$ cat src/sv/breakpoint_match_unit_defines.svh
// Assertion macros shared by the breakpoint match unit RTL.
`ifndef BREAKPOINT_MATCH_UNIT_DEFINES_SVH
`define BREAKPOINT_MATCH_UNIT_DEFINES_SVH

// Same-cycle implication, checked on every rising edge outside reset.
`define BPM_ASSERT_IMPLIES(label, clk, rst, ante, cons) \
  label: assert property (@(posedge clk) disable iff (rst) (ante) |-> (cons)) \
    else $error("bpm assertion failed: same-cycle implication");

// Next-cycle implication, checked on every rising edge outside reset.
`define BPM_ASSERT_NEXT(label, clk, rst, ante, cons) \
  label: assert property (@(posedge clk) disable iff (rst) (ante) |=> (cons)) \
    else $error("bpm assertion failed: next-cycle implication");

`endif

$ cat src/sv/bpm_pkg.sv
// Types and constants shared by the breakpoint match unit modules.
`default_nettype none

package bpm_pkg;

  // Request kind codes
  localparam logic [1:0] KIND_CHECK = 2'd0;
  localparam logic [1:0] KIND_LOAD  = 2'd1;
  localparam logic [1:0] KIND_QUERY = 2'd2;

  // Bus source with the WRAM mirror rule
  localparam logic [2:0] SRC_CPU_BUS = 3'd0;

  // WRAM mirror windows, applied to the stored entry address
  localparam logic [23:0] MIRROR_A_MASK  = 24'h40e000;
  localparam logic [23:0] MIRROR_A_VALUE = 24'h000000;
  localparam logic [23:0] MIRROR_B_MASK  = 24'hffe000;
  localparam logic [23:0] MIRROR_B_VALUE = 24'h7e0000;
  localparam int          MIRROR_BITS    = 13;

  // Operation after classification
  typedef enum logic [1:0] {
    OP_CHECK,
    OP_LOAD,
    OP_QUERY,
    OP_NONE
  } op_t;

  // Request transaction
  typedef struct packed {
    logic [1:0]  kind;
    logic [2:0]  access_source;
    logic [1:0]  access_mode;
    logic [23:0] address;
    logic [7:0]  data_byte;
    logic [2:0]  entry_index;
    logic        entry_enable;
    logic        match_any_data;
  } req_t;

  // Response transaction
  typedef struct packed {
    logic        hit;
    logic [2:0]  hit_index;
    logic [31:0] hit_count;
  } rsp_t;

  // Classified item held in the queue
  typedef struct packed {
    op_t         op;
    logic        idx_ok;
    logic [2:0]  access_source;
    logic [1:0]  access_mode;
    logic [23:0] address;
    logic [7:0]  data_byte;
    logic [2:0]  entry_index;
    logic        entry_enable;
    logic        match_any_data;
  } item_t;

  // Queue status seen by the front end
  typedef struct packed {
    logic full;
    logic empty;
  } q_status_t;

endpackage

`default_nettype wire

$ cat src/sv/bpm_ram.sv
// Generic single-write, single-read RAM with registered read data.
`default_nettype none

module bpm_ram #(
  parameter int WIDTH = 32,
  parameter int DEPTH = 8
) (
  input  wire logic                                  clk,
  input  wire logic                                  we,
  input  wire logic [(DEPTH > 1 ? $clog2(DEPTH) : 1)-1:0] waddr,
  input  wire logic [WIDTH-1:0]                      wdata,
  input  wire logic [(DEPTH > 1 ? $clog2(DEPTH) : 1)-1:0] raddr,
  output logic      [WIDTH-1:0]                      rdata
);

  logic [WIDTH-1:0] mem [DEPTH];

  // Write port and read-old registered read port
  always_ff @(posedge clk) begin
    if (we) begin
      mem[waddr] <= wdata;
    end
    rdata <= mem[raddr];
  end

endmodule

`default_nettype wire

$ cat src/sv/bpm_front.sv
// Front end: accepts request transactions and classifies them for the queue.
`default_nettype none

module bpm_front import bpm_pkg::*; #(
  parameter int NUM_BREAKPOINTS = 8
) (
  input  wire logic      req_valid,
  output logic           req_ready,
  input  wire req_t      req,
  input  wire q_status_t q_status,
  output logic           push,
  output item_t          push_item
);

  // Room in the queue is the only condition for taking a transaction
  assign req_ready = !q_status.full;
  assign push      = req_valid && req_ready;

  // Decode kind; the spare code behaves as a no-op
  always_comb begin
    push_item = '0;
    unique case (req.kind)
      KIND_CHECK: push_item.op = OP_CHECK;
      KIND_LOAD:  push_item.op = OP_LOAD;
      KIND_QUERY: push_item.op = OP_QUERY;
      default:    push_item.op = OP_NONE;
    endcase
    push_item.idx_ok         = int'(req.entry_index) < NUM_BREAKPOINTS;
    push_item.access_source  = req.access_source;
    push_item.access_mode    = req.access_mode;
    push_item.address        = req.address;
    push_item.data_byte      = req.data_byte;
    push_item.entry_index    = req.entry_index;
    push_item.entry_enable   = req.entry_enable;
    push_item.match_any_data = req.match_any_data;
  end

endmodule

`default_nettype wire

$ cat src/sv/bpm_queue.sv
// Short FIFO of classified items between the front and back ends.
`default_nettype none

`include "breakpoint_match_unit_defines.svh"

module bpm_queue import bpm_pkg::*; #(
  parameter int DEPTH = 2
) (
  input  wire logic  clk,
  input  wire logic  rst,
  input  wire logic  push,
  input  wire item_t push_item,
  input  wire logic  pop,
  output item_t      pop_item,
  output q_status_t  status
);

  localparam int PW = (DEPTH > 1) ? $clog2(DEPTH) : 1;
  localparam int CW = $clog2(DEPTH + 1);

  item_t         slots [DEPTH];
  logic [PW-1:0] wptr;
  logic [PW-1:0] rptr;
  logic [CW-1:0] count;

  assign status.full  = (count == CW'(DEPTH));
  assign status.empty = (count == '0);
  assign pop_item     = slots[rptr];

  // Storage writes
  always_ff @(posedge clk) begin
    if (push) begin
      slots[wptr] <= push_item;
    end
  end

  // Pointers and fill count
  always_ff @(posedge clk) begin
    if (rst) begin
      wptr  <= '0;
      rptr  <= '0;
      count <= '0;
    end else begin
      if (push) begin
        wptr <= (wptr == PW'(DEPTH - 1)) ? '0 : wptr + 1'b1;
      end
      if (pop) begin
        rptr <= (rptr == PW'(DEPTH - 1)) ? '0 : rptr + 1'b1;
      end
      if (push && !pop) begin
        count <= count + 1'b1;
      end else if (pop && !push) begin
        count <= count - 1'b1;
      end
    end
  end

  `BPM_ASSERT_IMPLIES(a_no_push_when_full, clk, rst, push, count != CW'(DEPTH))
  `BPM_ASSERT_IMPLIES(a_no_pop_when_empty, clk, rst, pop, count != '0)

endmodule

`default_nettype wire

$ cat src/sv/bpm_back.sv
// Back end: entry table, comparator bank, hit counters and response register.
`default_nettype none

`include "breakpoint_match_unit_defines.svh"

module bpm_back import bpm_pkg::*; #(
  parameter int NUM_BREAKPOINTS = 8
) (
  input  wire logic  clk,
  input  wire logic  rst,
  input  wire logic  q_valid,
  input  wire item_t q_item,
  output logic       q_pop,
  output logic       rsp_valid,
  input  wire logic  rsp_ready,
  output rsp_t       rsp
);

  localparam int IW = (NUM_BREAKPOINTS > 1) ? $clog2(NUM_BREAKPOINTS) : 1;

  // Entry table
  logic        ent_en   [NUM_BREAKPOINTS];
  logic [23:0] ent_addr [NUM_BREAKPOINTS];
  logic [7:0]  ent_data [NUM_BREAKPOINTS];
  logic        ent_any  [NUM_BREAKPOINTS];
  logic [2:0]  ent_src  [NUM_BREAKPOINTS];
  logic [1:0]  ent_mode [NUM_BREAKPOINTS];

  // Counter valid bits; an entry not yet written reads as zero
  logic [NUM_BREAKPOINTS-1:0] cnt_valid;

  logic [2:0] last_hit;

  // Match stage registers
  logic          a_valid;
  op_t           a_op;
  logic          a_hit;
  logic          a_idx_ok;
  logic [IW-1:0] a_idx;
  logic [2:0]    a_report;

  // Counter read path
  logic [IW-1:0] raddr;
  logic [31:0]   ram_q;
  logic          rvalid;
  logic          fwd;
  logic [31:0]   fwd_data;

  logic [NUM_BREAKPOINTS-1:0] match;
  logic [IW-1:0] sel;
  logic          any_match;
  logic [IW+2:0] idx_wide;
  logic [IW+2:0] sel_wide;
  logic [IW-1:0] idx_addr;
  logic [IW-1:0] new_idx;
  logic [2:0]    report;
  logic          is_load;
  logic          a_adv;
  logic          a_wr;
  logic [31:0]   cur;
  logic [31:0]   cur_inc;
  logic [31:0]   a_wdata;
  logic [31:0]   rsp_count;

  // Comparator per entry
  always_comb begin
    for (int i = 0; i < NUM_BREAKPOINTS; i++) begin
      logic mirrored;
      logic addr_ok;
      mirrored = (q_item.access_source == SRC_CPU_BUS) &&
                 (((ent_addr[i] & MIRROR_A_MASK) == MIRROR_A_VALUE) ||
                  ((ent_addr[i] & MIRROR_B_MASK) == MIRROR_B_VALUE));
      addr_ok  = mirrored ?
                 (ent_addr[i][MIRROR_BITS-1:0] == q_item.address[MIRROR_BITS-1:0]) :
                 (ent_addr[i] == q_item.address);
      match[i] = ent_en[i] && addr_ok &&
                 (ent_any[i] || (ent_data[i] == q_item.data_byte)) &&
                 (ent_src[i] == q_item.access_source) &&
                 (ent_mode[i] == q_item.access_mode);
    end
  end

  // Lowest matching entry wins
  always_comb begin
    sel = '0;
    for (int i = NUM_BREAKPOINTS - 1; i >= 0; i--) begin
      if (match[i]) begin
        sel = IW'(i);
      end
    end
  end

  assign any_match = (q_item.op == OP_CHECK) && (|match);
  assign idx_wide  = (IW + 3)'(q_item.entry_index);
  assign idx_addr  = idx_wide[IW-1:0];
  assign sel_wide  = (IW + 3)'(sel);
  assign new_idx   = (q_item.op == OP_CHECK) ? sel : idx_addr;
  assign report    = any_match ? sel_wide[2:0] : last_hit;
  assign is_load   = (q_item.op == OP_LOAD) && q_item.idx_ok;

  // Stage handshake: match stage drains into the response register
  assign a_adv = a_valid && (!rsp_valid || rsp_ready);
  assign q_pop = q_valid && (!a_valid || a_adv);

  // A stalled stage re-reads its own counter to keep the read data live
  assign raddr = q_pop ? new_idx : a_idx;

  // Counter update
  assign cur      = fwd ? fwd_data : (rvalid ? ram_q : '0);
  assign cur_inc  = cur + 32'd1;
  assign a_wr     = a_adv && (((a_op == OP_CHECK) && a_hit) ||
                              ((a_op == OP_LOAD) && a_idx_ok));
  assign a_wdata  = (a_op == OP_CHECK) ? cur_inc : '0;

  always_comb begin
    rsp_count = '0;
    if ((a_op == OP_CHECK) && a_hit) begin
      rsp_count = cur_inc;
    end else if ((a_op == OP_QUERY) && a_idx_ok) begin
      rsp_count = cur;
    end
  end

  bpm_ram #(
    .WIDTH (32),
    .DEPTH (NUM_BREAKPOINTS)
  ) u_counters (
    .clk   (clk),
    .we    (a_wr),
    .waddr (a_idx),
    .wdata (a_wdata),
    .raddr (raddr),
    .rdata (ram_q)
  );

  // Entry table payload
  always_ff @(posedge clk) begin
    if (q_pop && is_load) begin
      ent_addr[idx_addr] <= q_item.address;
      ent_data[idx_addr] <= q_item.data_byte;
      ent_any[idx_addr]  <= q_item.match_any_data;
      ent_src[idx_addr]  <= q_item.access_source;
      ent_mode[idx_addr] <= q_item.access_mode;
    end
  end

  // Match stage payload, counter read side and response payload
  always_ff @(posedge clk) begin
    if (q_pop) begin
      a_op     <= q_item.op;
      a_hit    <= any_match;
      a_idx_ok <= q_item.idx_ok;
      a_idx    <= new_idx;
      a_report <= report;
      fwd_data <= a_wdata;
    end
    rvalid <= cnt_valid[raddr];
    if (a_adv) begin
      rsp.hit       <= (a_op == OP_CHECK) && a_hit;
      rsp.hit_index <= a_report;
      rsp.hit_count <= rsp_count;
    end
  end

  // Control state
  always_ff @(posedge clk) begin
    if (rst) begin
      for (int i = 0; i < NUM_BREAKPOINTS; i++) begin
        ent_en[i] <= 1'b0;
      end
      cnt_valid <= '0;
      last_hit  <= '0;
      a_valid   <= 1'b0;
      fwd       <= 1'b0;
      rsp_valid <= 1'b0;
    end else begin
      if (q_pop && is_load) begin
        ent_en[idx_addr] <= q_item.entry_enable;
      end
      if (q_pop) begin
        last_hit <= report;
      end
      if (a_wr) begin
        cnt_valid[a_idx] <= 1'b1;
      end
      // Bypass a counter written at the same edge it is read
      fwd <= q_pop && a_wr && (a_idx == new_idx);
      if (q_pop) begin
        a_valid <= 1'b1;
      end else if (a_adv) begin
        a_valid <= 1'b0;
      end
      if (a_adv) begin
        rsp_valid <= 1'b1;
      end else if (rsp_ready) begin
        rsp_valid <= 1'b0;
      end
    end
  end

  `BPM_ASSERT_NEXT(a_fwd_follows_write, clk, rst, !(q_pop && a_wr), !fwd)
  `BPM_ASSERT_IMPLIES(a_hit_on_loaded_counter, clk, rst,
      a_adv && (a_op == OP_CHECK) && a_hit, cnt_valid[a_idx])

endmodule

`default_nettype wire

$ cat src/sv/breakpoint_match_unit.sv
// Breakpoint match unit: takes one request transaction per cycle while its queue has room
// and returns one response per request, in order. Throughput is one transaction per cycle,
// sustained while rsp_ready is held high; an accepted request passes through the queue
// slot written at acceptance, the comparator and counter read stage, and the response
// register. The per-cycle rate is set by the comparator bank with its lowest-index pick
// and by the hit-counter RAM, read for the match stage and written back as that stage
// advances, with a bypass for back-to-back hits on one entry. Counters are cleared at
// reset by per-entry valid bits, so no clearing pass is needed. Only entries 0 to 7 are
// reachable by entry_index.
`default_nettype none

module breakpoint_match_unit import bpm_pkg::*; #(
  parameter int NUM_BREAKPOINTS = 8
) (
  input  wire logic clk,
  input  wire logic rst,
  input  wire logic req_valid,
  output logic      req_ready,
  input  wire req_t req,
  output logic      rsp_valid,
  input  wire logic rsp_ready,
  output rsp_t      rsp
);

  q_status_t q_status;
  logic      push;
  item_t     push_item;
  logic      pop;
  item_t     pop_item;

  // Request classification
  bpm_front #(
    .NUM_BREAKPOINTS (NUM_BREAKPOINTS)
  ) u_front (
    .req_valid (req_valid),
    .req_ready (req_ready),
    .req       (req),
    .q_status  (q_status),
    .push      (push),
    .push_item (push_item)
  );

  // Decoupling queue
  bpm_queue #(
    .DEPTH (2)
  ) u_queue (
    .clk       (clk),
    .rst       (rst),
    .push      (push),
    .push_item (push_item),
    .pop       (pop),
    .pop_item  (pop_item),
    .status    (q_status)
  );

  // Matching, counters and responses
  bpm_back #(
    .NUM_BREAKPOINTS (NUM_BREAKPOINTS)
  ) u_back (
    .clk       (clk),
    .rst       (rst),
    .q_valid   (!q_status.empty),
    .q_item    (pop_item),
    .q_pop     (pop),
    .rsp_valid (rsp_valid),
    .rsp_ready (rsp_ready),
    .rsp       (rsp)
  );

endmodule

`default_nettype wire
$ cat config.mk
export PLATFORM = sky130hd
export DESIGN_NAME = breakpoint_match_unit
export DESIGN_NICKNAME = d
export VERILOG_FILES = /design/src/sv/bpm_pkg.sv /design/src/sv/bpm_ram.sv /design/src/sv/bpm_front.sv /design/src/sv/bpm_queue.sv /design/src/sv/bpm_back.sv /design/src/sv/breakpoint_match_unit.sv
export VERILOG_INCLUDE_DIRS = /design/src /design/src/sv
export SDC_FILE = /design/constraint.sdc
export NUM_CORES = 1
export LEC_CHECK = 0
export CORE_ASPECT_RATIO = 0.8
export CORE_UTILIZATION = 42
export CTS_BUF_LIST = sky130_fd_sc_hd__clkbuf_4 sky130_fd_sc_hd__clkbuf_8
export DETAILED_ROUTE_END_ITERATION = 6
export DONT_BUFFER_PORTS = 1
export SLEW_MARGIN = 15
export SYNTH_ARGS = -nofsm -noshare
export SYNTH_HDL_FRONTEND = slang
export SYNTH_SLANG_ARGS = --single-unit
$ cat constraint.sdc
create_clock -name clk -period 7.97 [get_ports clk]
set_clock_uncertainty 0.05 [all_clocks]
set_input_delay 0.3985 -clock clk [delete_from_list [all_inputs] [get_ports clk]]
set_output_delay 0.3985 -clock clk [all_outputs]
set_load 0.03 [all_outputs]
==> summary.txt <==
TritonCTS clock tree - yes
Layout Utilization - 47.98%
first-pass GRT wire length - 116000 µm
Mapped Nets - 2126
row cnt - 91
Synth Area in XOR/XNOR - 8.873%
Ports - 86
CP dominant cell by count - buf_4
cts hold-fix bufs - 47
Slew @ Worst Pin - 1.156 ns
Total GRT Usage - 19.76%
P&R area growth vs syn - 13.18%
drt wl/cell - 23.13 µm
max incr delay on CP - 0.85 ns
number of max-cap violations - 0
largest family of logic cells by synthesized area - XOR/XNOR gates
Max Freq - 157.4 MHz
DRT Pass-1 Iters - 5
register area - 23030 µm²
CP top delay family - compound AO/OA/AOI/OAI gates
post_cts resized - 0
RSZ-0062 raised after global routing - false
# DRC - 0
instance count of the mapped netlist - 2076
Yosys cell types - 67
Commonest cells post-synth - edfxtp_1, xnor2_1, nand2_1, nor2_1, mux2i_1
Final Hold Fails - 0
Starting Density - 42.39%
GR Overflow Total - 0
fraction of layout instances using a drive strength above 1 - 15.49%
Final period util - 79.70%
WHS - 0.2484 ns
NumNets Final - 2272
flop-to-flop setup slack - 1.62 ns
fillers - 6508
leakage - 0.01190 µW
die height - 251.5 µm
Vias per Instance - 5.367
total power draw - 13100 µW
largest net degree at the start of global routing - 54
clock buffer depth - 3
mean post-synth cell area - 15.74 µm²
vias in the first global route - 18280
Routed WL - 77450 µm
multiplexer share of the synthesized area - 6.039%
Skew-Pair Late Insertion Delay - 0.76 ns
htree depth - 3
CP bufs+invs - 3
routed vias - 17980
Post-synth EDFFs - 730
Slowest-stage cell, CP - dfxtp_4
Post-Synth Adder-Cell Area - 0.07659%
Worst EP arrival - 6.97 ns
top post-synthesis cells by area - edfxtp_1, xnor2_1, dfxtp_1, mux2i_4, mux2i_1
area share of the largest cell type after synthesis - 67.09%
Synth Area in Compound Gates - 5.863%
CP cell instances - buf_4 -> mux2i_4 -> xnor2_1 -> nor4_1 -> nand4_1 -> a2111o_1 -> a21oi_1 -> o31ai_1 -> a21boi_4 -> buf_4 -> buf_4 -> a21oi_1 -> a22oi_1 -> mux2_2
clk sink count - 785
postcts setup bufs - 0
Synth Cell Area - 32670 µm²
YS warnings - 0
gpl congestion - 0.9171
number of DRC markers in iteration 0 - 1682
worst min path class - in2reg
Max rail drop VDD - 0.2181 mV
Final min period - 6.352 ns
Setup Total Neg Slack - 0 ns
status - completed
final number of setup-violating endpoints - 0
area of the core - 77080 µm²
antenna viol nets, final - 0
Crit. End Element - register
Yosys top cell by area - edfxtp_1
Port Buffer Count - 0
Setup CP Type - reg2reg
post-synthesis sequential area ratio - 70.46%
Max Slew Vio Count - 0
CP startpoint kind - register
Root Driver - clkbuf_8
die area - 78920 µm²
ys flop type - edfxtp_1
PD cells - 354.3 nW/µm²
initial antenna violation count - 3
CTS Buf Count - 120
die width - 313.8 µm
Final HPWL DP - 48290 µm
CP Data Required Time - 8.59 ns
Max FO, Critical Path - 53
number of synthesized register bits - 785
post-synthesis simple-gate area fraction - 6.809%
clk slew on worst S/H paths - 0.06 ns
multi-input logic area - 9123 µm²
Rel. slew slack - 22.78%
fraction of registers with async set/reset - 0%
most common cell in the netlist - edfxtp_1
==> flip-flops by register name (all words and copies together), names as in the netlist, 8 cells and up, named ones only <==
signal                   flops
u_back.ent_data             64
u_back.cnt_valid             8
u_back.ent_en                8
u_back.fwd_data             32
u_back.u_counters.mem      256
u_queue.slots               88
u_back.ent_addr            192
u_back.ent_mode             16
u_back.ent_any               8
u_back.u_counters.rdata     32
u_back.rsp                  36
u_back.ent_src              24
==> layout make-up <==
class	instances	area share (%)
Clock buffer	162	5.454
Inverter	63	0.6394
Sequential cell	785	62.27
Tap cell	1023	3.461
Timing Repair Buffer	93	2.240
Multi-Input combinational cell	1159	24.67
Antenna cell	2	0.01353
Clock inverter	62	1.259
==> metal layers <==
metal / vias to the layer above / share of wire (%) / track usage (%)
met3: 129 / 6.4 / 3.954
met2: 614 / 44 / 29.65
met5: - / 0.035 / 0
met4: 4 / 2.0 / 5.463
met1: 9035 / 47 / 29.13
li1: 8193 / - / -
==> through the flow <==
step / instances / area [µm²] / setup WS, ns
floorplan: 2076 / 32670 / 1.455
global placement: 3076 / 34020 / 1.695
detailed placement: 3076 / 34020 / 1.598
CTS: 3347 / 36970 / 1.574
global route: 3349 / 36980 / 1.193
finish: 3349 / 36980 / 1.618
==> cells by family (layout without fill, tap and decap cells) <==
family	count (synthesis)	after routing
fa+ha+maj	2	2
mux	147	147
other cells	0	2
buf+inv	132	380
simple gates	434	434
compound gates	245	245
xor+xnor	331	331
flops	785	785
==> path summary, 6_finish.rpt <==
kind,startpoint,to,cells past startpoint
worst max-delay path,register,u_back.rvalid,14
worst min register to register,u_back.a_report[1],u_back.rsp[33],0
worst min-delay path,req[25],u_queue.slots[1][25],1
worst max register to register,register,u_back.rvalid,14
==> cell usage in the layout, fill, tap and decap left out, drive strengths merged, types with 3 or more instances in the layout <==
| cell type | instances |
|---|---|
| edfxtp | 730 |
| xnor2 | 276 |
| clkbuf | 162 |
| mux2i | 109 |
| nand2 | 94 |
| nor2 | 94 |
| nor4 | 65 |
| o221ai | 64 |
| inv | 63 |
| xor2 | 55 |
| dfxtp | 55 |
| clkinv | 55 |
| dlygate4sd3 | 47 |
| buf | 46 |
| nand3 | 42 |
| mux2 | 38 |
| and2 | 37 |
| a21oi | 33 |
| a21o | 32 |
| nor3 | 31 |
| o21ai | 29 |
| a22oi | 18 |
| o31ai | 16 |
| nand4 | 15 |
| o22ai | 13 |
| a22o | 11 |
| nand4b | 10 |
| a2111oi | 10 |
| nand2b | 9 |
| or2 | 7 |
| bufinv | 6 |
| and4 | 5 |
| nand3b | 5 |
| o21a | 4 |
| a2111o | 4 |
| or3 | 4 |
| and3 | 4 |
| nor2b | 4 |
| or4 | 3 |
| a31oi | 3 |
==> power breakdown <==
group / switching, µW / internal, µW / total, µW
Clock: 1580 / 1850 / 3430
Sequential: 351 / 5250 / 5600
Combinational: 2560 / 1510 / 4080
(Power assumes the default switching activity.)
